===== src/hw/rtl/pebl_pkg.sv =====
package pebl_pkg;

  // default store size in bytes
  localparam int PEBL_BUFFER_BYTES = 64;

  // item modes
  localparam logic [1:0] MODE_KEY     = 2'd0;
  localparam logic [1:0] MODE_VERDICT = 2'd1;
  localparam logic [1:0] MODE_ABORT   = 2'd2;

  // key kinds
  localparam logic [2:0] KIND_CHAR      = 3'd0;
  localparam logic [2:0] KIND_ESCAPE    = 3'd1;
  localparam logic [2:0] KIND_BACKSPACE = 3'd2;
  localparam logic [2:0] KIND_ENTER     = 3'd3;

  // config register indexes
  localparam logic [2:0] REG_BASE_DELAY  = 3'd0;
  localparam logic [2:0] REG_GROWTH      = 3'd1;
  localparam logic [2:0] REG_MAX_DELAY   = 3'd2;
  localparam logic [2:0] REG_MIN_WRONG   = 3'd3;
  localparam logic [2:0] REG_LOCKOUT     = 3'd4;
  localparam logic [2:0] REG_WIPE_ON_BS  = 3'd5;

  // config reset values
  localparam logic [31:0] RST_BASE_DELAY = 32'd1000;
  localparam logic [7:0]  RST_GROWTH     = 8'd2;
  localparam logic [31:0] RST_MAX_DELAY  = 32'd60000;
  localparam logic [31:0] RST_MIN_WRONG  = 32'd1000;

  // codepoint limits and UTF-8 marks
  localparam logic [20:0] CP_FIRST_PRINT = 21'h20;
  localparam logic [20:0] CP_DELETE      = 21'h7f;
  localparam logic [20:0] CP_MAX         = 21'h10FFFF;
  localparam logic [20:0] CP_SURR_LO     = 21'hD800;
  localparam logic [20:0] CP_SURR_HI     = 21'hDFFF;
  localparam logic [20:0] CP_TWO_BYTE    = 21'h80;
  localparam logic [20:0] CP_THREE_BYTE  = 21'h800;
  localparam logic [20:0] CP_FOUR_BYTE   = 21'h10000;
  localparam logic [7:0]  UTF8_CONT      = 8'h80;
  localparam logic [7:0]  UTF8_TOP_MASK  = 8'hC0;
  localparam logic [7:0]  UTF8_LEAD2     = 8'hC0;
  localparam logic [7:0]  UTF8_LEAD3     = 8'hE0;
  localparam logic [7:0]  UTF8_LEAD4     = 8'hF0;

  localparam logic [15:0] FAIL_MAX = 16'hFFFF;
  localparam logic [47:0] TIME_MAX = 48'hFFFF_FFFF_FFFF;

  // controller -> datapath
  typedef struct packed {
    logic latch;
    logic wrong_release;
    logic clear_store;
    logic add_write;
    logic bs_start;
    logic bs_step;
    logic bs_finish;
    logic stream_start;
    logic stream_emit;
    logic verdict_accept;
    logic verdict_reject;
    logic bo_step;
    logic bo_clamp;
    logic set_deadline;
    logic abort;
    logic emit_status;
  } pebl_cmd_t;

  // datapath -> controller
  typedef struct packed {
    logic       item_key;
    logic       item_verdict;
    logic       item_abort;
    logic [2:0] key_kind;
    logic       verdict_ok;
    logic       len_zero;
    logic       throttled;
    logic       pending;
    logic       wipe;
    logic       cp_fit;
    logic       add_last;
    logic       bs_more;
    logic       stream_last;
    logic       bo_more;
    logic       out_free;
  } pebl_sts_t;

  // printable, encodable codepoint
  function automatic logic cp_usable(input logic [20:0] cp);
    logic surr;
    surr = (cp inside {[CP_SURR_LO:CP_SURR_HI]});
    return !(cp < CP_FIRST_PRINT || cp == CP_DELETE || cp > CP_MAX || surr);
  endfunction

  // UTF-8 length, 1 to 4
  function automatic logic [2:0] utf8_len(input logic [20:0] cp);
    logic [2:0] n;
    if (cp < CP_TWO_BYTE)        n = 3'd1;
    else if (cp < CP_THREE_BYTE) n = 3'd2;
    else if (cp < CP_FOUR_BYTE)  n = 3'd3;
    else                         n = 3'd4;
    return n;
  endfunction

  // byte idx of the UTF-8 encoding of cp (n bytes long)
  function automatic logic [7:0] utf8_byte(input logic [20:0] cp, input logic [2:0] n,
                                           input logic [1:0] idx);
    logic [7:0] b;
    b = cp[7:0];
    case (n)
      3'd2: begin
        case (idx)
          2'd0:    b = UTF8_LEAD2 | {3'b000, cp[10:6]};
          default: b = UTF8_CONT | {2'b00, cp[5:0]};
        endcase
      end
      3'd3: begin
        case (idx)
          2'd0:    b = UTF8_LEAD3 | {4'b0000, cp[15:12]};
          2'd1:    b = UTF8_CONT | {2'b00, cp[11:6]};
          default: b = UTF8_CONT | {2'b00, cp[5:0]};
        endcase
      end
      3'd4: begin
        case (idx)
          2'd0:    b = UTF8_LEAD4 | {5'b00000, cp[20:18]};
          2'd1:    b = UTF8_CONT | {2'b00, cp[17:12]};
          2'd2:    b = UTF8_CONT | {2'b00, cp[11:6]};
          default: b = UTF8_CONT | {2'b00, cp[5:0]};
        endcase
      end
      default: b = cp[7:0];
    endcase
    return b;
  endfunction

endpackage


===== src/hw/rtl/pebl_ctrl.sv =====
module pebl_ctrl (
  input  logic                clk,
  input  logic                rst,
  input  logic                in_valid,
  output logic                in_stall,
  output logic                cfg_ready,
  input  pebl_pkg::pebl_sts_t sts,
  output pebl_pkg::pebl_cmd_t cmd
);
  import pebl_pkg::*;

  typedef enum logic [3:0] {
    S_IDLE,
    S_DECODE,
    S_ADD,
    S_BS_CHK,
    S_STREAM,
    S_BO_LOOP,
    S_BO_CLAMP,
    S_DEADLINE,
    S_STATUS
  } state_t;

  state_t state, state_next;

  // next state and commands
  always_comb begin
    state_next = state;
    cmd        = '0;
    case (state)
      S_IDLE: begin
        if (in_valid) begin
          cmd.latch  = 1'b1;
          state_next = S_DECODE;
        end
      end
      S_DECODE: begin
        state_next = S_STATUS;
        if (sts.item_key) begin
          cmd.wrong_release = 1'b1;
          case (sts.key_kind)
            KIND_ESCAPE: cmd.clear_store = 1'b1;
            KIND_BACKSPACE: begin
              if (!sts.len_zero) begin
                if (sts.wipe) begin
                  cmd.clear_store = 1'b1;
                end else begin
                  cmd.bs_start = 1'b1;
                  state_next   = S_BS_CHK;
                end
              end
            end
            KIND_ENTER: begin
              if (!sts.len_zero && !sts.throttled && !sts.pending) begin
                cmd.stream_start = 1'b1;
                state_next       = S_STREAM;
              end
            end
            KIND_CHAR: begin
              if (sts.cp_fit) state_next = S_ADD;
            end
            default: state_next = S_STATUS;
          endcase
        end else if (sts.item_verdict) begin
          if (sts.pending) begin
            if (sts.verdict_ok) begin
              cmd.verdict_accept = 1'b1;
            end else begin
              cmd.verdict_reject = 1'b1;
              state_next         = S_BO_LOOP;
            end
          end
        end else if (sts.item_abort) begin
          cmd.abort = 1'b1;
        end
      end
      S_ADD: begin
        cmd.add_write = 1'b1;
        if (sts.add_last) state_next = S_STATUS;
      end
      S_BS_CHK: begin
        if (sts.bs_more) begin
          cmd.bs_step = 1'b1;
        end else begin
          cmd.bs_finish = 1'b1;
          state_next    = S_STATUS;
        end
      end
      S_STREAM: begin
        if (sts.out_free) begin
          cmd.stream_emit = 1'b1;
          if (sts.stream_last) state_next = S_IDLE;
        end
      end
      S_BO_LOOP: begin
        if (sts.bo_more) cmd.bo_step = 1'b1;
        else             state_next  = S_BO_CLAMP;
      end
      S_BO_CLAMP: begin
        cmd.bo_clamp = 1'b1;
        state_next   = S_DEADLINE;
      end
      S_DEADLINE: begin
        cmd.set_deadline = 1'b1;
        state_next       = S_STATUS;
      end
      S_STATUS: begin
        if (sts.out_free) begin
          cmd.emit_status = 1'b1;
          state_next      = S_IDLE;
        end
      end
      default: state_next = S_IDLE;
    endcase
  end

  // state and registered handshake outputs
  always_ff @(posedge clk) begin
    if (rst) begin
      state     <= S_IDLE;
      in_stall  <= 1'b0;
      cfg_ready <= 1'b1;
    end else begin
      state     <= state_next;
      in_stall  <= (state_next != S_IDLE);
      cfg_ready <= (state_next == S_IDLE);
    end
  end

endmodule


===== src/hw/rtl/pebl_dp.sv =====
module pebl_dp #(
  parameter int BUFFER_BYTES = pebl_pkg::PEBL_BUFFER_BYTES
) (
  input  logic                clk,
  input  logic                rst,
  // input word
  input  logic [1:0]          mode,
  input  logic                key_pressed,
  input  logic [2:0]          key_kind,
  input  logic [20:0]         codepoint,
  input  logic                verdict_ok,
  input  logic [47:0]         now_ms,
  // config
  input  logic                cfg_valid,
  input  logic                cfg_ready,
  input  logic [2:0]          cfg_index,
  input  logic [31:0]         cfg_data,
  // control
  input  pebl_pkg::pebl_cmd_t cmd,
  output pebl_pkg::pebl_sts_t sts,
  // result word
  input  logic                out_stall,
  output logic                out_valid,
  output logic                result_kind,
  output logic [7:0]          password_byte,
  output logic                last_byte,
  output logic [5:0]          typed_count,
  output logic                wrong_shown,
  output logic                throttled_now,
  output logic                lockout_active,
  output logic                awaiting_verdict,
  output logic                unlocked
);
  import pebl_pkg::*;

  localparam int LW = $clog2(BUFFER_BYTES);

  // config registers
  logic [31:0] base_delay_ms, max_delay_ms, min_wrong_ms;
  logic [7:0]  delay_growth;
  logic [15:0] lockout_count;
  logic        bs_wipe;

  // latched item
  logic [1:0]  mode_q;
  logic        pressed_q;
  logic [2:0]  kind_q;
  logic [20:0] cp_q;
  logic        ok_q;
  logic [47:0] now_q;

  // byte store
  logic [7:0]  byte_store [BUFFER_BYTES];
  logic [7:0]  rd_data;

  // block state
  logic [LW-1:0] byte_length;
  logic [5:0]    codepoint_total;
  logic          wrong_flag;
  logic [15:0]   failure_count;
  logic [47:0]   retry_deadline;
  logic          verdict_pending;
  logic          unl_flag;

  // working registers
  logic [LW-1:0] ptr, ptr_next, stream_len;
  logic [1:0]    add_cnt;
  logic [39:0]   delay;
  logic [15:0]   iter;

  // derived values
  logic          cp_ok, throttled, locked;
  logic [2:0]    cp_nbytes;
  logic [LW:0]   fit_sum;
  logic [39:0]   delay_prod;
  logic [31:0]   delay_clamped;
  logic [48:0]   deadline_sum;

  assign cp_ok      = cp_usable(cp_q);
  assign cp_nbytes  = utf8_len(cp_q);
  assign fit_sum    = {1'b0, byte_length} + (LW + 1)'(cp_nbytes);
  assign throttled  = now_q < retry_deadline;
  assign locked     = (lockout_count != '0) && (failure_count >= lockout_count);
  assign delay_prod = {8'b0, delay[31:0]} * {32'b0, delay_growth};
  assign deadline_sum = {1'b0, now_q} + {17'b0, delay[31:0]};

  // clamp of the grown delay
  always_comb begin
    if (locked) begin
      delay_clamped = max_delay_ms;
    end else begin
      if (delay > {8'b0, max_delay_ms}) delay_clamped = max_delay_ms;
      else                              delay_clamped = delay[31:0];
      if (delay_clamped < min_wrong_ms) delay_clamped = min_wrong_ms;
    end
  end

  // status to the controller
  always_comb begin
    sts              = '0;
    sts.item_key     = (mode_q == MODE_KEY) && pressed_q && (kind_q <= KIND_ENTER);
    sts.item_verdict = (mode_q == MODE_VERDICT);
    sts.item_abort   = (mode_q == MODE_ABORT);
    sts.key_kind     = kind_q;
    sts.verdict_ok   = ok_q;
    sts.len_zero     = (byte_length == '0);
    sts.throttled    = throttled;
    sts.pending      = verdict_pending;
    sts.wipe         = bs_wipe;
    sts.cp_fit       = cp_ok && (fit_sum < (LW + 1)'(BUFFER_BYTES));
    sts.add_last     = ({1'b0, add_cnt} == cp_nbytes - 3'd1);
    sts.bs_more      = (ptr != '0) && ((rd_data & UTF8_TOP_MASK) == UTF8_CONT);
    sts.stream_last  = (ptr == stream_len - LW'(1));
    sts.bo_more      = !locked && (delay_growth > 8'd1) && (iter < failure_count) &&
                       (delay < {8'b0, max_delay_ms}) && (delay != '0);
    sts.out_free     = !out_valid || !out_stall;
  end

  // store pointer: read data always follows the registered pointer
  always_comb begin
    ptr_next = ptr;
    if (cmd.bs_start)          ptr_next = byte_length - LW'(1);
    else if (cmd.bs_step)      ptr_next = ptr - LW'(1);
    else if (cmd.stream_start) ptr_next = '0;
    else if (cmd.stream_emit)  ptr_next = ptr + LW'(1);
  end

  // byte store memory
  always_ff @(posedge clk) begin
    if (cmd.add_write) byte_store[byte_length] <= utf8_byte(cp_q, cp_nbytes, add_cnt);
    rd_data <= byte_store[ptr_next];
  end

  // control state and config
  always_ff @(posedge clk) begin
    if (rst) begin
      base_delay_ms     <= RST_BASE_DELAY;
      delay_growth      <= RST_GROWTH;
      max_delay_ms      <= RST_MAX_DELAY;
      min_wrong_ms      <= RST_MIN_WRONG;
      lockout_count     <= '0;
      bs_wipe           <= 1'b0;
      byte_length       <= '0;
      codepoint_total   <= '0;
      wrong_flag        <= 1'b0;
      failure_count     <= '0;
      retry_deadline    <= '0;
      verdict_pending   <= 1'b0;
      unl_flag          <= 1'b0;
      out_valid         <= 1'b0;
    end else begin
      if (cfg_valid && cfg_ready) begin
        case (cfg_index)
          REG_BASE_DELAY: base_delay_ms     <= cfg_data;
          REG_GROWTH:     delay_growth      <= cfg_data[7:0];
          REG_MAX_DELAY:  max_delay_ms      <= cfg_data;
          REG_MIN_WRONG:  min_wrong_ms      <= cfg_data;
          REG_LOCKOUT:    lockout_count     <= cfg_data[15:0];
          REG_WIPE_ON_BS: bs_wipe           <= cfg_data[0];
          default: ;
        endcase
      end

      // store length and codepoint count
      if (cmd.clear_store || cmd.stream_start || cmd.verdict_accept || cmd.abort) begin
        byte_length     <= '0;
        codepoint_total <= '0;
      end else if (cmd.add_write) begin
        byte_length <= byte_length + LW'(1);
        if (sts.add_last) codepoint_total <= codepoint_total + 6'd1;
      end else if (cmd.bs_finish) begin
        byte_length <= ptr;
        if (codepoint_total != '0) codepoint_total <= codepoint_total - 6'd1;
      end

      // wrong flag
      if (cmd.verdict_reject) wrong_flag <= 1'b1;
      else if (cmd.verdict_accept || cmd.abort) wrong_flag <= 1'b0;
      else if (cmd.wrong_release && !throttled) wrong_flag <= 1'b0;

      // failure count, saturating
      if (cmd.verdict_accept || cmd.abort) failure_count <= '0;
      else if (cmd.verdict_reject && failure_count != FAIL_MAX)
        failure_count <= failure_count + 16'd1;

      // retry deadline, saturating add
      if (cmd.verdict_accept || cmd.abort) retry_deadline <= '0;
      else if (cmd.set_deadline)
        retry_deadline <= deadline_sum[48] ? TIME_MAX : deadline_sum[47:0];

      if (cmd.stream_start) verdict_pending <= 1'b1;
      else if (cmd.verdict_accept || cmd.verdict_reject || cmd.abort) verdict_pending <= 1'b0;

      if (cmd.latch) unl_flag <= 1'b0;
      else if (cmd.verdict_accept) unl_flag <= 1'b1;

      // output register valid
      if (cmd.emit_status || cmd.stream_emit) out_valid <= 1'b1;
      else if (!out_stall) out_valid <= 1'b0;
    end
  end

  // payload registers
  always_ff @(posedge clk) begin
    ptr <= ptr_next;
    if (cmd.latch) begin
      mode_q    <= mode;
      pressed_q <= key_pressed;
      kind_q    <= key_kind;
      cp_q      <= codepoint;
      ok_q      <= verdict_ok;
      now_q     <= now_ms;
      add_cnt   <= '0;
    end else if (cmd.add_write) begin
      add_cnt <= add_cnt + 2'd1;
    end
    if (cmd.stream_start) stream_len <= byte_length;

    // backoff: one multiply per cycle
    if (cmd.verdict_reject) begin
      delay <= {8'b0, base_delay_ms};
      iter  <= 16'd1;
    end else if (cmd.bo_step) begin
      delay <= delay_prod;
      iter  <= iter + 16'd1;
    end else if (cmd.bo_clamp) begin
      delay <= {8'b0, delay_clamped};
    end

    // result word
    if (cmd.emit_status || cmd.stream_emit) begin
      result_kind      <= cmd.stream_emit;
      password_byte    <= cmd.stream_emit ? rd_data : 8'd0;
      last_byte        <= cmd.stream_emit && sts.stream_last;
      typed_count      <= codepoint_total;
      wrong_shown      <= wrong_flag;
      throttled_now    <= throttled;
      lockout_active   <= locked;
      awaiting_verdict <= verdict_pending;
      unlocked         <= cmd.emit_status && unl_flag;
    end
  end

endmodule


===== src/hw/rtl/password_entry_backoff_lock.sv =====
// Channel  Handshake              Payload
// -------  ---------------------  ----------------------------------------------
// in       in_valid / in_stall    mode key_pressed key_kind codepoint verdict_ok
//                                 now_ms
// out      out_valid / out_stall  result_kind password_byte last_byte typed_count
//                                 wrong_shown throttled_now lockout_active
//                                 awaiting_verdict unlocked
// cfg      cfg_valid / cfg_ready  cfg_index cfg_data
//
// One input word at a time. A status-only word passes the decode and status states;
// a character adds a write step per UTF-8 byte, backspace a step per removed byte.
// Enter streams one byte per cycle from the store while the output is not stalled.
// A rejecting verdict runs the backoff multiply steps, at most 32 steps, then the
// clamp and deadline states. Synchronous reset loads config defaults and empties
// the store; no clearing pass. out_stall holds the output register and the block.
module password_entry_backoff_lock #(
  parameter int BUFFER_BYTES = pebl_pkg::PEBL_BUFFER_BYTES
) (
  input  logic        clk,
  input  logic        rst,
  input  logic        in_valid,
  output logic        in_stall,
  input  logic [1:0]  mode,
  input  logic        key_pressed,
  input  logic [2:0]  key_kind,
  input  logic [20:0] codepoint,
  input  logic        verdict_ok,
  input  logic [47:0] now_ms,
  output logic        out_valid,
  input  logic        out_stall,
  output logic        result_kind,
  output logic [7:0]  password_byte,
  output logic        last_byte,
  output logic [5:0]  typed_count,
  output logic        wrong_shown,
  output logic        throttled_now,
  output logic        lockout_active,
  output logic        awaiting_verdict,
  output logic        unlocked,
  input  logic        cfg_valid,
  output logic        cfg_ready,
  input  logic [2:0]  cfg_index,
  input  logic [31:0] cfg_data
);
  import pebl_pkg::*;

  pebl_cmd_t cmd;
  pebl_sts_t sts;

  // sequencer
  pebl_ctrl u_ctrl (
    .clk       (clk),
    .rst       (rst),
    .in_valid  (in_valid),
    .in_stall  (in_stall),
    .cfg_ready (cfg_ready),
    .sts       (sts),
    .cmd       (cmd)
  );

  // store, backoff and output register
  pebl_dp #(
    .BUFFER_BYTES (BUFFER_BYTES)
  ) u_dp (
    .clk              (clk),
    .rst              (rst),
    .mode             (mode),
    .key_pressed      (key_pressed),
    .key_kind         (key_kind),
    .codepoint        (codepoint),
    .verdict_ok       (verdict_ok),
    .now_ms           (now_ms),
    .cfg_valid        (cfg_valid),
    .cfg_ready        (cfg_ready),
    .cfg_index        (cfg_index),
    .cfg_data         (cfg_data),
    .cmd              (cmd),
    .sts              (sts),
    .out_stall        (out_stall),
    .out_valid        (out_valid),
    .result_kind      (result_kind),
    .password_byte    (password_byte),
    .last_byte        (last_byte),
    .typed_count      (typed_count),
    .wrong_shown      (wrong_shown),
    .throttled_now    (throttled_now),
    .lockout_active   (lockout_active),
    .awaiting_verdict (awaiting_verdict),
    .unlocked         (unlocked)
  );

endmodule


===== config.mk =====
export PLATFORM = sky130hd
export DESIGN_NAME = password_entry_backoff_lock
export DESIGN_NICKNAME = d
export VERILOG_FILES = /design/src/hw/rtl/pebl_pkg.sv /design/src/hw/rtl/pebl_ctrl.sv /design/src/hw/rtl/pebl_dp.sv /design/src/hw/rtl/password_entry_backoff_lock.sv
export SDC_FILE = /design/constraint.sdc
export NUM_CORES = 2
export LEC_CHECK = 0
export BUFFER_PORTS_ARGS = -buffer_cell sky130_fd_sc_hd__buf_2
export CAP_MARGIN = 5
export CORE_MARGIN = 8
export CORE_UTILIZATION = 50
export CTS_BUF_LIST = sky130_fd_sc_hd__clkbuf_4
export DETAILED_ROUTE_END_ITERATION = 8
export HOLD_SLACK_MARGIN = 0.1
export PLACE_DENSITY = 0.78
export SLEW_MARGIN = 15
export SYNTH_ARGS = -nofsm -noshare
export SYNTH_HDL_FRONTEND = slang
export SYNTH_HIERARCHICAL = 1
export SYNTH_SLANG_ARGS = --single-unit

===== constraint.sdc =====
create_clock -name clk -period 14.6 [get_ports clk]
set_input_delay 4.38 -clock clk [delete_from_list [all_inputs] [get_ports clk]]
set_output_delay 4.38 -clock clk [all_outputs]
set_load 0.05 [all_outputs]

==> results.md <==
- The cell area after synthesis is 0.0496 mm2.
- The number of cells after detailed placement is 5,692.
- For the pin with the worst max-slew slack, the measured transition is 1.13 ns.
- The number of clock buffers inserted by TritonCTS is 221.
- The post-synth net total is 5,015.
- In the finished design, the share of the clock period the worst path needs comes to 0.545.
- After global routing, the most crowded layer is met2.
- Clock-pin slew was measured on the worst setup and hold paths at 0.06 ns.
- The kind of capture point of the worst setup path is a flip-flop.
- The number of different library cells used by synthesis comes to 93.
- The worst relative slew slack is 0.243.
- The setup-violating endpoint count in the final report is 0.
- The number of iterations in the first detailed-routing pass is 9.
- The hold violation count in the final report is 0.
- The run finished, with violations left.
- The clock drives 894 sinks.
- The final reports fail on design-rule violations.
- After legalization and detailed placement, the total HPWL measured 91,200 um.
- The share of synthesized registers carrying an async set or reset is 0.
- The number of routed nets with antenna violations is 0.
- The TritonCTS clock tree is yes.
- IR analysis of the VDD net gives a maximum drop of 0.0000960 V.
- Of the synthesized area, sequential elements account for 0.492.
- The kind of launch point of the worst setup path is a primary input.
- The placer's final routability congestion estimate is 0.912.
- The analysis attributes to cell leakage a power of 20.9 nW.
- The critical path is of the in2reg type.
- Summing over every cut layer, the via total after detailed routing is 36,500.
- The I/O pin total is 140.
- The maximum buffer depth of the clock tree is 3.
- The layout overhead on the synthesized area is 9.71%.
- The internal power is 3.93 mW.
- The wire length reported by the detailed router is 135,000 um.
- The number of pins exceeding their max-slew limit in the final report is 0.
- After synthesis, the mean cell area works out to 11.1 um2.
- The combined global-route utilization of all metal layers is 0.245.
- The detail-routed net length per standard cell is 22.0 um.
- The reported net switching power is 1.35 mW.
- The die extent in y is 331 um.
- The net switching fraction of the power is 0.256.
- Synthesis produced 4,461 cells.
- The tool flagged a number of max-cap violations equal to 0.
- The maximum number of pins on one net before global-route repair is 130.
- The violation count after the first detailed-routing iteration is 4,018.
- Leaving out fill and tap cells, the most frequent cells in the layout are edfxtp_1 (647), nand2_1 (595), inv_1 (379).
- Of the total power, the clock network draws 0.399.
- The post-CTS setup buffer count is 0.
- The count of input and output buffers is 139.
- The data arrival time at the worst-slack endpoint is 8.94 ns.
- The share of total power dissipated in combinational logic is 0.074.
- The detailed-route DRC error count is 1.
- The global-route wire length before repair is 208,000 um.
- The met2 layer usage reported by global route is 0.392.
- The clock tree synthesis step divided the H-tree into 4 levels.
- The post-layout instance count excluding filler cells is 6,122.
- The clock arrives with 0.106 ns of skew.
- The number of global-route vias before repair is 36,100.
- The area of all placed cells without fillers is 0.0544 mm2.
- Among all flip-flop cells after synthesis, the most frequent one is edfxtp_1.
- Of the post-synthesis cell area, the dominant cell type holds 0.392.
- The floorplan die width is 331 um.
- In this run, post-CTS repair resized a total of 0 instances.
- Dividing the detail-routed via count by the number of cells gives 5.97.
- Summing internal, switching and leakage power gives 5.27 mW.
- The clock root buffer is clkbuf_4.
- In this run the worst hold path is classified as reg2reg.
- The number of enable-type register cells in the synthesized netlist is 647.
- In this run the power density over the cells is 97.0 mW/mm2.
- The number of synthesized register bits is 894.
- The commonest non-fill, non-tap cell in the layout is edfxtp_1.
- The initial utilization of the core area, before any placement, comes to 0.504.
- The time the final worst path needs with I/O delays and setup is 7.96 ns.
- In this run the worst path has a maximum fanout of 76.
- Based on the critical path, the design can be clocked at up to 126 MHz.
- The floorplan row count is 115.
- The core outline area is 0.0983 mm2.
- The cell area after placement is 0.0514 mm2.
- In the post-synthesis netlist, the biggest area contributors are edfxtp_1 (39%), dfxtp_1 (10%), fa_1 (7.4%).
- The part of the power in registers is 0.527.
- Setup repair after global routing left no endpoint under its margin.
- Clock latency on the worst-skew pair, taken at its later pin, is 1.17 ns.
- The number of warnings printed during yosys synthesis is 6.
- The die area is 0.109 mm2.
- The number of hold-repair buffers added at the cts stage is 0.
- For this run the aggregate overflow at the end of global routing stands at 0.
- The biggest area contributor in the post-synthesis netlist is edfxtp_1.
- The initial antenna violation count is 16.
- For this run, global-route usage on met1 was measured as 0.321.
- The final total negative setup slack is 0 ns.
- The net count reported at finish is 5,183.
- For this run, global-route usage on met3 was measured as 0.0599.
- At the worst endpoint, the required time is 15.58 ns.
- The share of layout cells above drive strength 1 is 0.151.
-- cell families after synthesis --
kind of cell    Yosys count  share of synthesized area
xor+xnor                134                     0.0237
mux                     156                     0.0640
compound gates          849                      0.106
simple gates           1368                      0.128
buf+inv                 622                     0.0486
flops                   894                      0.492
fa+ha+maj               438                      0.138
-- flip-flops by register name, summed over array words and instances (netlist names), 8 cells and up --
register / count
u_dp/delay_growth: 8
u_dp/lockout_count: 16
u_dp/now_q: 48
u_dp/cp_q: 21
u_dp/base_delay_ms: 32
u_dp/failure_count: 16
u_dp/delay: 40
u_dp/byte_store: 512
u_dp/retry_deadline: 48
u_dp/min_wrong_ms: 32
u_dp/password_byte: 8
u_dp/max_delay_ms: 32
u_dp/rd_data: 8
u_dp/iter: 16
-- final timing paths --
kind | end | slack [ns] | start | cells after the start
worst min register to register | u_dp/max_delay_ms[24] | 0.45 | u_dp/max_delay_ms[24] | 2
worst min-delay path | u_dp/max_delay_ms[24] | 0.45 | u_dp/max_delay_ms[24] | 2
worst max-delay path | u_dp/rd_data[1] | 6.64 | out_stall | 16
worst max register to register | u_dp/delay[0] | 7.50 | u_dp/delay[25] | 22
-- power groups by stage --
stage	sequential, mW	clock [mW]	combinational (mW)
floorplan	2.83	0	0.256
global placement	2.83	0	0.372
detailed placement	2.83	0	0.381
CTS	2.78	2.15	0.385
global route	2.78	2.28	0.430
finish	2.78	2.11	0.391
-- through the flow --
stage	hold WS, ns	utilization	worst slack (ns)
2_1_floorplan	0.408	-	7.50
3_3_place_gp	0.424	0.523	5.59
5_1_grt	0.469	0.553	6.46
4_1_cts	0.453	0.552	6.56
6_report	0.452	0.553	6.64
3_5_place_dp	0.438	0.523	5.36
-- worst max-delay path, stage by stage --
cell      delay [ns]
buf_2           0.10
nand2_1         0.29
nand2_1         0.14
nor2_2          0.58
nand2_1         0.09
o21ai_0         0.12
a221oi_1        0.14
a21oi_4         0.15
buf_4           0.64
buf_4           0.96
mux4_2          0.42
nand2_1         0.08
and3_1          0.16
a31oi_1         0.07
a32oi_1         0.38
o221ai_1        0.19
-- synth_stat cells (12+ instances only) --
master	count
nand2b_1	21
a21oi_1	297
a211oi_1	18
edfxtp_1	647
and2_1	158
a21o_1	72
buf_2	24
nor3_1	39
ha_1	256
xor2_1	61
clkbuf_1	179
dfxtp_1	247
buf_1	26
o21a_1	17
nor4_1	19
mux2i_1	23
nand3_1	92
o21ai_0	218
or3_1	12
a31oi_1	28
and3_1	36
nand4_1	37
o31ai_1	13
o211ai_1	25
a221oi_1	13
nor2b_1	23
mux4_2	128
inv_1	382
fa_1	182
nor2_1	277
nand2_1	596
xnor2_1	73
o22ai_1	16
o221ai_1	20
-- layout make-up --
type / count / area, um2
diodes: 14 / 35.0
clock buffers: 316 / 2370
clock inverters: 99 / 527
fillers: 8071 / 43900
inverters: 384 / 1440
multi-input cells: 2945 / 22900
flip-flops and latches: 894 / 24400
well taps: 1287 / 1610
repair buffers: 183 / 1060
-- routing by layer --
layer  vias up  share of wire  routed length (um)
li1      16300              -                   -
met4         8          0.038                5180
met1     17700           0.38               51800
met5         -        0.00039                  53
met2      2125           0.47               62900
met3       390           0.11               14900
No activity file was read; power rests on OpenSTA's default activity.
